### src/rtl/core/ssel_pkg.sv
// Shared types and constants for the scanline sprite selector.
// No dependencies; imported by every module in rtl/core.
package ssel_pkg;

	// Operation codes carried on the op field
	typedef logic [1:0] op_t;
	localparam op_t OP_START = 2'd0;
	localparam op_t OP_OFFER = 2'd1;
	localparam op_t OP_READ  = 2'd2;

	// Vertical offset of sprite_y and the two sprite heights
	localparam int unsigned LINE_OFFSET = 16;
	localparam int unsigned SHORT_H     = 8;
	localparam int unsigned TALL_H      = 16;

	// One held object: 38 bits
	typedef struct packed {
		logic [7:0] y;
		logic [7:0] x;
		logic [7:0] tile;
		logic [7:0] flags;
		logic [5:0] index;
	} entry_t;

	// Controller commands to the datapath
	typedef struct packed {
		logic load_in;	// capture the input transfer
		logic exec;	// carry out the op and load the result register
	} ssel_cmd_t;

	typedef enum logic {
		ST_IDLE,
		ST_EXEC
	} state_t;

endpackage

### src/rtl/core/ssel_ctrl.sv
// Controller for the scanline sprite selector: sequences one item at a time.
// Depends on ssel_pkg.
module ssel_ctrl (
	input  logic                clk,
	input  logic                arst_n,
	input  logic                in_valid,
	output logic                in_stall,
	output logic                out_valid,
	input  logic                out_stall,
	output ssel_pkg::ssel_cmd_t cmd
);
	import ssel_pkg::*;

	state_t state_q, state_d;
	logic   out_valid_q, out_valid_d;

	always_ff @(posedge clk or negedge arst_n) begin
		if (!arst_n) begin
			state_q     <= ST_IDLE;
			out_valid_q <= 1'b0;
		end else begin
			state_q     <= state_d;
			out_valid_q <= out_valid_d;
		end
	end

	always_comb begin
		state_d     = state_q;
		cmd.load_in = 1'b0;
		cmd.exec    = 1'b0;
		out_valid_d = out_valid_q && out_stall;
		unique case (state_q)
			ST_IDLE: begin
				if (in_valid) begin
					cmd.load_in = 1'b1;
					state_d     = ST_EXEC;
				end
			end
			ST_EXEC: begin
				// proceed only once the result register is free or draining
				if (!out_valid_q || !out_stall) begin
					cmd.exec    = 1'b1;
					out_valid_d = 1'b1;
					state_d     = ST_IDLE;
				end
			end
			default: state_d = ST_IDLE;
		endcase
	end

	assign in_stall  = (state_q != ST_IDLE);
	assign out_valid = out_valid_q;

endmodule

### src/rtl/core/ssel_dp.sv
// Datapath for the scanline sprite selector: sorted entry row, line state,
// visibility test and result register. Depends on ssel_pkg.
module ssel_dp #(
	parameter int unsigned MAX_SPRITES = 10
) (
	input  logic                clk,
	input  logic                arst_n,
	input  ssel_pkg::ssel_cmd_t cmd,
	input  logic                tall_sprites,
	input  logic [1:0]          op,
	input  logic [7:0]          line,
	input  logic [7:0]          sprite_y,
	input  logic [7:0]          sprite_x,
	input  logic [7:0]          sprite_tile,
	input  logic [7:0]          sprite_flags,
	input  logic [5:0]          oam_index,
	input  logic [3:0]          slot,
	output logic                accepted,
	output logic [3:0]          position,
	output logic [3:0]          count,
	output logic                read_valid,
	output logic [7:0]          read_y,
	output logic [7:0]          read_x,
	output logic [7:0]          read_tile,
	output logic [7:0]          read_flags,
	output logic [5:0]          read_index
);
	import ssel_pkg::*;

	localparam int unsigned CNT_W = $clog2(MAX_SPRITES + 1);
	localparam int unsigned IDX_W = (MAX_SPRITES > 1) ? $clog2(MAX_SPRITES) : 1;

	// Captured input transfer
	op_t        op_q;
	logic [7:0] line_q;
	entry_t     entry_q;
	logic [3:0] slot_q;

	// Line state
	logic [7:0]       cur_line_q;
	logic [CNT_W-1:0] held_q;
	entry_t           store_q [MAX_SPRITES];

	// Result register
	logic       accepted_q;
	logic [3:0] position_q;
	logic [3:0] count_q;
	logic       read_valid_q;
	entry_t     read_q;

	logic [MAX_SPRITES-1:0] le;
	logic [MAX_SPRITES-1:0] boundary;
	logic [IDX_W-1:0]       pos;
	logic [8:0]             line_pos;
	logic [8:0]             y_ext;
	logic [8:0]             y_end;
	logic                   covers;
	logic                   take;
	logic                   rd_ok;
	logic [CNT_W-1:0]       held_d;
	logic [4:0]             held_ext;
	entry_t                 rd_entry;

	always_ff @(posedge clk) begin
		if (cmd.load_in) begin
			op_q          <= op;
			line_q        <= line;
			entry_q.y     <= sprite_y;
			entry_q.x     <= sprite_x;
			entry_q.tile  <= sprite_tile;
			entry_q.flags <= sprite_flags;
			entry_q.index <= oam_index;
			slot_q        <= slot;
		end
	end

	// Held entries below the insertion point have x not above the new x
	always_comb begin
		for (int i = 0; i < MAX_SPRITES; i++) begin
			le[i] = (CNT_W'(i) < held_q) && (store_q[i].x <= entry_q.x);
		end
		boundary[0] = !le[0];
		for (int i = 1; i < MAX_SPRITES; i++) begin
			boundary[i] = le[i-1] && !le[i];
		end
		pos = '0;
		for (int i = 0; i < MAX_SPRITES; i++) begin
			if (boundary[i]) begin
				pos = pos | IDX_W'(i);
			end
		end
	end

	// Visibility without wrap: y <= line + 16 < y + height
	assign line_pos = {1'b0, cur_line_q} + 9'(LINE_OFFSET);
	assign y_ext    = {1'b0, entry_q.y};
	assign y_end    = y_ext + (tall_sprites ? 9'(TALL_H) : 9'(SHORT_H));
	assign covers   = (y_ext <= line_pos) && (line_pos < y_end);

	assign take = (op_q == OP_OFFER) && (entry_q.x != 8'd0)
		&& (held_q < CNT_W'(MAX_SPRITES)) && covers;

	assign rd_ok = (op_q == OP_READ) && ({1'b0, slot_q} < 5'(held_q))
		&& ({1'b0, slot_q} < 5'(MAX_SPRITES));
	assign rd_entry = rd_ok ? store_q[slot_q[IDX_W-1:0]] : '0;

	always_comb begin
		held_d = held_q;
		case (op_q)
			OP_START: held_d = '0;
			OP_OFFER: begin
				if (take) begin
					held_d = held_q + CNT_W'(1);
				end
			end
			default: held_d = held_q;
		endcase
	end

	assign held_ext = 5'(held_d);

	always_ff @(posedge clk or negedge arst_n) begin
		if (!arst_n) begin
			cur_line_q <= '0;
			held_q     <= '0;
		end else if (cmd.exec) begin
			held_q <= held_d;
			if (op_q == OP_START) begin
				cur_line_q <= line_q;
			end
		end
	end

	// Insert: open a gap at pos by moving the tail up one cell
	always_ff @(posedge clk) begin
		if (cmd.exec && take) begin
			for (int i = 0; i < MAX_SPRITES; i++) begin
				if (IDX_W'(i) == pos) begin
					store_q[i] <= entry_q;
				end else if ((i > 0) && (IDX_W'(i) > pos)) begin
					store_q[i] <= store_q[(i > 0) ? i - 1 : 0];
				end
			end
		end
	end

	always_ff @(posedge clk) begin
		if (cmd.exec) begin
			accepted_q   <= take;
			position_q   <= take ? 4'(pos) : 4'd0;
			count_q      <= held_ext[3:0];
			read_valid_q <= rd_ok;
			read_q       <= rd_entry;
		end
	end

	assign accepted   = accepted_q;
	assign position   = position_q;
	assign count      = count_q;
	assign read_valid = read_valid_q;
	assign read_y     = read_q.y;
	assign read_x     = read_q.x;
	assign read_tile  = read_q.tile;
	assign read_flags = read_q.flags;
	assign read_index = read_q.index;

endmodule

### src/rtl/core/scanline_sprite_selector.sv
// Top level of the scanline sprite selector: configuration register, controller
// and datapath. Depends on ssel_pkg, ssel_ctrl and ssel_dp.
//
// Builds the per-scanline sprite list. An op 0 transfer latches the line number
// and empties the list; an op 1 transfer offers one object entry, which is kept
// when its x is nonzero, the list holds fewer than MAX_SPRITES entries and the
// line lies within the sprite's 8 or 16 line span (tall_sprites, APB address
// 0). Kept entries are ordered by x, a new entry landing after any equal x, so
// offer order is preserved. An op 2 transfer reads one ordered slot. Every input
// transfer yields exactly one result transfer, which always reports count. Each
// item is handled in two steps: the first captures the transfer, the second
// compares against every held entry in parallel, shifts the tail and loads the
// result register; no new item is taken until the last has left its second
// step. A result left waiting under out_stall holds the next item in its second
// step until the result register frees.
module scanline_sprite_selector #(
	parameter int unsigned MAX_SPRITES = 10
) (
	input  logic        clk,
	input  logic        arst_n,
	// configuration port
	input  logic        psel,
	input  logic        penable,
	input  logic        pwrite,
	input  logic [2:0]  paddr,
	input  logic [31:0] pwdata,
	output logic [31:0] prdata,
	output logic        pready,
	// input channel
	input  logic        in_valid,
	output logic        in_stall,
	input  logic [1:0]  op,
	input  logic [7:0]  line,
	input  logic [7:0]  sprite_y,
	input  logic [7:0]  sprite_x,
	input  logic [7:0]  sprite_tile,
	input  logic [7:0]  sprite_flags,
	input  logic [5:0]  oam_index,
	input  logic [3:0]  slot,
	// result channel
	output logic        out_valid,
	input  logic        out_stall,
	output logic        accepted,
	output logic [3:0]  position,
	output logic [3:0]  count,
	output logic        read_valid,
	output logic [7:0]  read_y,
	output logic [7:0]  read_x,
	output logic [7:0]  read_tile,
	output logic [7:0]  read_flags,
	output logic [5:0]  read_index
);
	import ssel_pkg::*;

	logic      tall_q;
	ssel_cmd_t cmd;

	// Single register at byte addresses 0 to 3 (paddr[2] low); addresses 4 to 7 read as zero
	always_ff @(posedge clk or negedge arst_n) begin
		if (!arst_n) begin
			tall_q <= 1'b0;
		end else if (psel && penable && pwrite && pready && !paddr[2]) begin
			tall_q <= pwdata[0];
		end
	end

	assign pready = 1'b1;
	assign prdata = paddr[2] ? 32'd0 : {31'd0, tall_q};

	// Sequence one item at a time and gate the result register
	ssel_ctrl u_ctrl (
		.clk       (clk),
		.arst_n    (arst_n),
		.in_valid  (in_valid),
		.in_stall  (in_stall),
		.out_valid (out_valid),
		.out_stall (out_stall),
		.cmd       (cmd)
	);

	// Hold the ordered list, the latched line and the result payload
	ssel_dp #(
		.MAX_SPRITES (MAX_SPRITES)
	) u_dp (
		.clk          (clk),
		.arst_n       (arst_n),
		.cmd          (cmd),
		.tall_sprites (tall_q),
		.op           (op),
		.line         (line),
		.sprite_y     (sprite_y),
		.sprite_x     (sprite_x),
		.sprite_tile  (sprite_tile),
		.sprite_flags (sprite_flags),
		.oam_index    (oam_index),
		.slot         (slot),
		.accepted     (accepted),
		.position     (position),
		.count        (count),
		.read_valid   (read_valid),
		.read_y       (read_y),
		.read_x       (read_x),
		.read_tile    (read_tile),
		.read_flags   (read_flags),
		.read_index   (read_index)
	);

endmodule

### config.mk
export PLATFORM = sky130hd
export DESIGN_NAME = scanline_sprite_selector
export DESIGN_NICKNAME = d
export VERILOG_FILES = /design/src/rtl/core/ssel_pkg.sv /design/src/rtl/core/ssel_ctrl.sv /design/src/rtl/core/ssel_dp.sv /design/src/rtl/core/scanline_sprite_selector.sv
export SDC_FILE = /design/constraint.sdc
export NUM_CORES = 1
export LEC_CHECK = 0
export ABC_AREA = 1
export ABC_CLOCK_PERIOD_IN_PS = 5100
export BUFFER_PORTS_ARGS = -buffer_cell sky130_fd_sc_hd__buf_2
export CAP_MARGIN = 25
export CORE_MARGIN = 2
export CORE_UTILIZATION = 55
export CTS_CLUSTER_DIAMETER = 30
export CTS_CLUSTER_SIZE = 10
export DETAILED_ROUTE_END_ITERATION = 7
export PLACE_DENSITY_LB_ADDON = 0.15
export SETUP_SLACK_MARGIN = 0.5
export SYNTH_ARGS = -nofsm -noshare
export SYNTH_HDL_FRONTEND = slang
export SYNTH_SLANG_ARGS = --single-unit
### constraint.sdc
create_clock -name clk -period 5.1 [get_ports clk]
set_input_delay 0.51 -clock clk [delete_from_list [all_inputs] [get_ports clk]]
set_output_delay 0.51 -clock clk [all_outputs]
set_load 0.02 [all_outputs]
==> impl_table.tex <==
\begin{tabular}{lr}
\hline
Metric & Value \\
\hline
\multicolumn{2}{l}{\textbf{Clocking}} \\
Number of CTS-inserted buffers & 108 \\
CTS tree & yes \\
CTS H-tree depth & 3 \\
Clock insertion delay at the later pin of the skew report & approximately 0.65 ns \\
Root Buffer Master & sky130\_fd\_sc\_hd\_\_clkbuf\_16 \\
Clock-pin transition on the worst setup and hold timing paths & 0.05 ns \\
Clock sink total & 495 \\
Deepest clock path buffer count & 3 \\
\multicolumn{2}{l}{\textbf{Synthesis}} \\
Portion of synthesized cell area occupied by the leading cell type & 0.548 \\
Most frequent cells after synthesis & 871 x sky130\_fd\_sc\_hd\_\_nand2\_1, 480 x sky130\_fd\_sc\_hd\_\_edfxtp\_1, 246 x sky130\_fd\_sc\_hd\_\_o21ai\_0, 225 x sky130\_fd\_sc\_hd\_\_inv\_1, 219 x sky130\_fd\_sc\_hd\_\_nand3\_1 \\
Post-Synthesis Cells & 2884 \\
Number of library cell types mapped by synthesis & 38 \\
Count leader, synth & sky130\_fd\_sc\_hd\_\_nand2\_1 \\
Number of synthesized register bits & 495 \\
Summed instance area of the synthesized netlist & 26300 um2 \\
Post-synthesis cell type with the largest combined area & sky130\_fd\_sc\_hd\_\_edfxtp\_1 \\
Number of flops mapped to enable cells by yosys & 480 \\
Leading register cell type out of synthesis & sky130\_fd\_sc\_hd\_\_edfxtp\_1 \\
Proportion of synthesized chip area in sequential cells & 0.563 \\
Share of async-settable or async-resettable flops after synthesis & 0.0303 \\
Avg Cell Area, Syn & 9.12 um2 \\
Area contributors post-synth & sky130\_fd\_sc\_hd\_\_edfxtp\_1 55\%, sky130\_fd\_sc\_hd\_\_nand2\_1 12\%, sky130\_fd\_sc\_hd\_\_ha\_1 5.0\% \\
Synthesis Warnings & 0 \\
\multicolumn{2}{l}{\textbf{Global routing}} \\
Gr usage total & 0.303 \\
Antenna violations before repair & 0 \\
Vias in the first global route & 21000 \\
Largest net degree at the start of global routing & approximately 110 \\
GRT overflow & 0 \\
First-pass GRT wire length & 117000 um \\
\multicolumn{2}{l}{\textbf{STA}} \\
Worst slew margin relative to its limit & 0.283 \\
Sum of negative setup slack & 0 ns \\
Min cycle time layout & about 4.3 ns \\
Transition time at the pin with the least slew margin & $\sim$1.1 ns \\
Fmax & 232 MHz \\
Share of the cycle needed by the critical path after routing & 0.846 \\
Final count of negative-setup-slack endpoints & 0 \\
Largest clock skew in the final design & 0.0296 ns \\
Final Max Tran Viols & 0 \\
Final hold violation count & 0 \\
Setup repair after global routing missed its margin & false \\
\multicolumn{2}{l}{\textbf{Final layout}} \\
Utilization after layout & 0.650 \\
Net count of the finished layout & $\sim$3200 \\
Area growth syn-to-layout & 17.3\% \\
Number of diodes added for antenna fixing & 0 \\
Sequential cell area & around 15000 um2 \\
Multi-input combinational cell area & 9640 um2 \\
Filler Cells Inserted & 3809 \\
Fraction of final layout cells with drive strength greater than 1 & 0.123 \\
\multicolumn{2}{l}{\textbf{Die}} \\
Die outline width & 223 um \\
Starting Density & 0.554 \\
Row count & 80 \\
Number of top-level pins & roughly 180 \\
Core Box Area & 47400 um2 \\
Die area & 49600 um2 \\
Die Ht & between 200 and 250 um \\
\multicolumn{2}{l}{\textbf{Critical path}} \\
Category of the worst setup path launch point & flip-flop \\
Worst setup slack for register-to-register paths & 0.78 ns \\
Required @ worst endpoint & 5.60 ns \\
Reg2Reg Depth & 21 \\
Critical Setup Path Class & flip-flop to flip-flop \\
Worst setup EP type & flip-flop \\
Worst R2R End & u\_dp.store\_q[5][31] \\
Worst endpoint data arrival time & slightly below 5 ns \\
Worst R2R Start & tall\_q \\
Peak fanout along the critical path & 38 \\
\multicolumn{2}{l}{\textbf{Routing}} \\
Vias per Instance & 5.84 \\
Number of nets still failing antenna checks after routing & 0 \\
Total vias in the final route & 21400 \\
Drt pass-1 iters & 7 \\
Routed len/inst & 20.3 um \\
Post-detailed-route DRC marker count & 0 \\
DRT Wirelength & 74500 um \\
DR iter-0 viols & 2505 \\
\multicolumn{2}{l}{\textbf{Min path}} \\
Class of the tightest hold or removal check & input pin to flip-flop \\
Instance count along the most critical hold path & 1 \\
Hold path endpoint & u\_dp.entry\_q[9] \\
Worst Min Path Start & sprite\_flags[3] \\
\multicolumn{2}{l}{\textbf{Power}} \\
Leak Pwr & 13.2 nW \\
Peak VDD IR & approximately 0.42 mV \\
Pwr/cell area & 567 nW/um2 \\
\multicolumn{2}{l}{\textbf{Place}} \\
Final weighted congestion in routability-driven placement & 0.905 \\
DP HPWL & 43200 um \\
Number of port buffers & 111 \\
\multicolumn{2}{l}{\textbf{Status}} \\
Status & finished clean \\
\multicolumn{2}{l}{\textbf{Flow run}} \\
\# Max-Cap Violations & 0 \\
\hline
\end{tabular}
sequential cells by signal, summed over array words and instances, names as in the netlist:
signal,count
u_ctrl.out_valid,1
u_dp.cur_line_q,8
u_dp.count,4
tall_q,1
u_ctrl.in_stall,1
u_dp.accepted,1
u_dp.slot_q,4
u_dp.read_flags,8
u_dp.held_q,4
u_dp.op_q,2
u_dp.read_index,6
u_dp.read_valid,1
u_dp.store_q,380
u_dp.read_tile,8
u_dp.position,4
u_dp.read_x,8
u_dp.line_q,8
u_dp.entry_q,38
u_dp.read_y,8
cell families (layout without fill, tap and decap cells):
group,after synthesis,after routing,share of synthesized area
AOI/OAI and AO/OA,491,491,0.104
xor gates and xnor gates,6,6,0.00200
adders and majority gates,106,106,0.0507
buffers and inverters,475,611,0.0782
DFF,495,495,0.563
muxes,2,2,0.000857
other,2,32,0.000286
and+or+nand+nor,1307,1307,0.201
metrics by stage:
stage / cell area [um2] / power, mW / setup WS, ns / hold slack (ns) / instances
after floorplan: 26400 / 9.20 / 0.684 / 0.214 / 2914
after global placement: 27200 / 10.6 / 0.578 / 0.463 / 3460
after detailed placement: 27200 / 10.8 / 0.464 / 0.469 / 3461
after CTS: 30800 / 17.5 / 0.591 / 0.0127 / 3661
after global routing: 30800 / 18.3 / 0.535 / 0.0155 / 3665
final: 30800 / 17.5 / 0.783 / 0.0381 / 3665
where the power goes:
group | switching, mW | leakage, nW | internal (mW)
clock | 2.22 | 1.67 | 4.42
sequential | 0.463 | 4.58 | 5.73
combinational | 3.32 | 6.94 | 1.36
cell type report:
type                            count  area share
Sequential cell                   495       0.479
Inverter                          241      0.0299
Tap cell                          615      0.0249
Clock inverter                     68      0.0216
Multi-Input combinational cell   1944       0.312
Clock buffer                      130      0.0917
Timing Repair Buffer              172      0.0400
per-layer routing:
layer | up-vias | GRT usage | share of wire
li1 | 9906 | - | -
met1 | 10200 | 0.409 | 0.41
met2 | 1109 | 0.486 | 0.46
met3 | 184 | 0.0635 | 0.098
met4 | 0 | 0.115 | 0.033
met5 | - | 0 | 0
cells in the final DEF (no fill, tap or decap), types with 37 or more instances in the layout:
cell / count
sky130_fd_sc_hd__a21oi_1: 124
sky130_fd_sc_hd__buf_2: 111
sky130_fd_sc_hd__buf_4: 44
sky130_fd_sc_hd__clkbuf_16: 110
sky130_fd_sc_hd__edfxtp_1: 480
sky130_fd_sc_hd__ha_1: 105
sky130_fd_sc_hd__inv_1: 221
sky130_fd_sc_hd__nand2_1: 867
sky130_fd_sc_hd__nand3_1: 219
sky130_fd_sc_hd__nor2_1: 181
sky130_fd_sc_hd__o2111ai_1: 37
sky130_fd_sc_hd__o211ai_1: 41
sky130_fd_sc_hd__o21ai_0: 246
worst max-delay path: stages, from the launching register on:
cell and delay, ns:
sky130_fd_sc_hd__dfrtp_1 0.37, sky130_fd_sc_hd__inv_1 0.15, sky130_fd_sc_hd__ha_1 0.20, sky130_fd_sc_hd__inv_1 0.06
sky130_fd_sc_hd__fa_1 0.42, sky130_fd_sc_hd__nor3_1 0.29, sky130_fd_sc_hd__xor2_1 0.19, sky130_fd_sc_hd__ha_1 0.25
sky130_fd_sc_hd__nand2_1 0.08, sky130_fd_sc_hd__nor2_1 0.06, sky130_fd_sc_hd__nand4_1 0.07, sky130_fd_sc_hd__nor2_1 0.05
sky130_fd_sc_hd__nor2_2 0.27, sky130_fd_sc_hd__nand4_1 0.14, sky130_fd_sc_hd__buf_4 0.18, sky130_fd_sc_hd__nor2_4 0.14
sky130_fd_sc_hd__buf_6 0.26, sky130_fd_sc_hd__nand2_8 0.18, sky130_fd_sc_hd__nor2_4 0.19, sky130_fd_sc_hd__bufbuf_16 0.43
sky130_fd_sc_hd__nand2_1 0.10, sky130_fd_sc_hd__nand2_1 0.09
what timing repair did:
action | 4_1_cts | 5_1_grt
setup buffers | 0 | 3
pin swaps | 1 | 1
gates resized for setup | 4 | 8
endpoints found under the setup margin | 173 | 371
gates cloned | 1 | 0
hold buffers | 1 | 0
endpoints found under the hold margin | 15 | 0
how the worst max path moves through the flow:
| stage | from | to | slack, ns | cells past startpoint |
|---|---|---|---|---|
| after global routing | tall_q | u_dp.store_q[5][31] | 0.54 | 22 |
| after global placement | tall_q | u_dp.store_q[1][35] | 0.58 | 19 |
| after floorplan | u_dp.entry_q[34] | u_dp.store_q[5][35] | 0.68 | 20 |
| after CTS | tall_q | u_dp.store_q[5][31] | 0.59 | 20 |
| final | tall_q | u_dp.store_q[5][31] | 0.78 | 21 |
| after detailed placement | tall_q | u_dp.store_q[1][35] | 0.46 | 20 |
(Power assumes the default switching activity.)
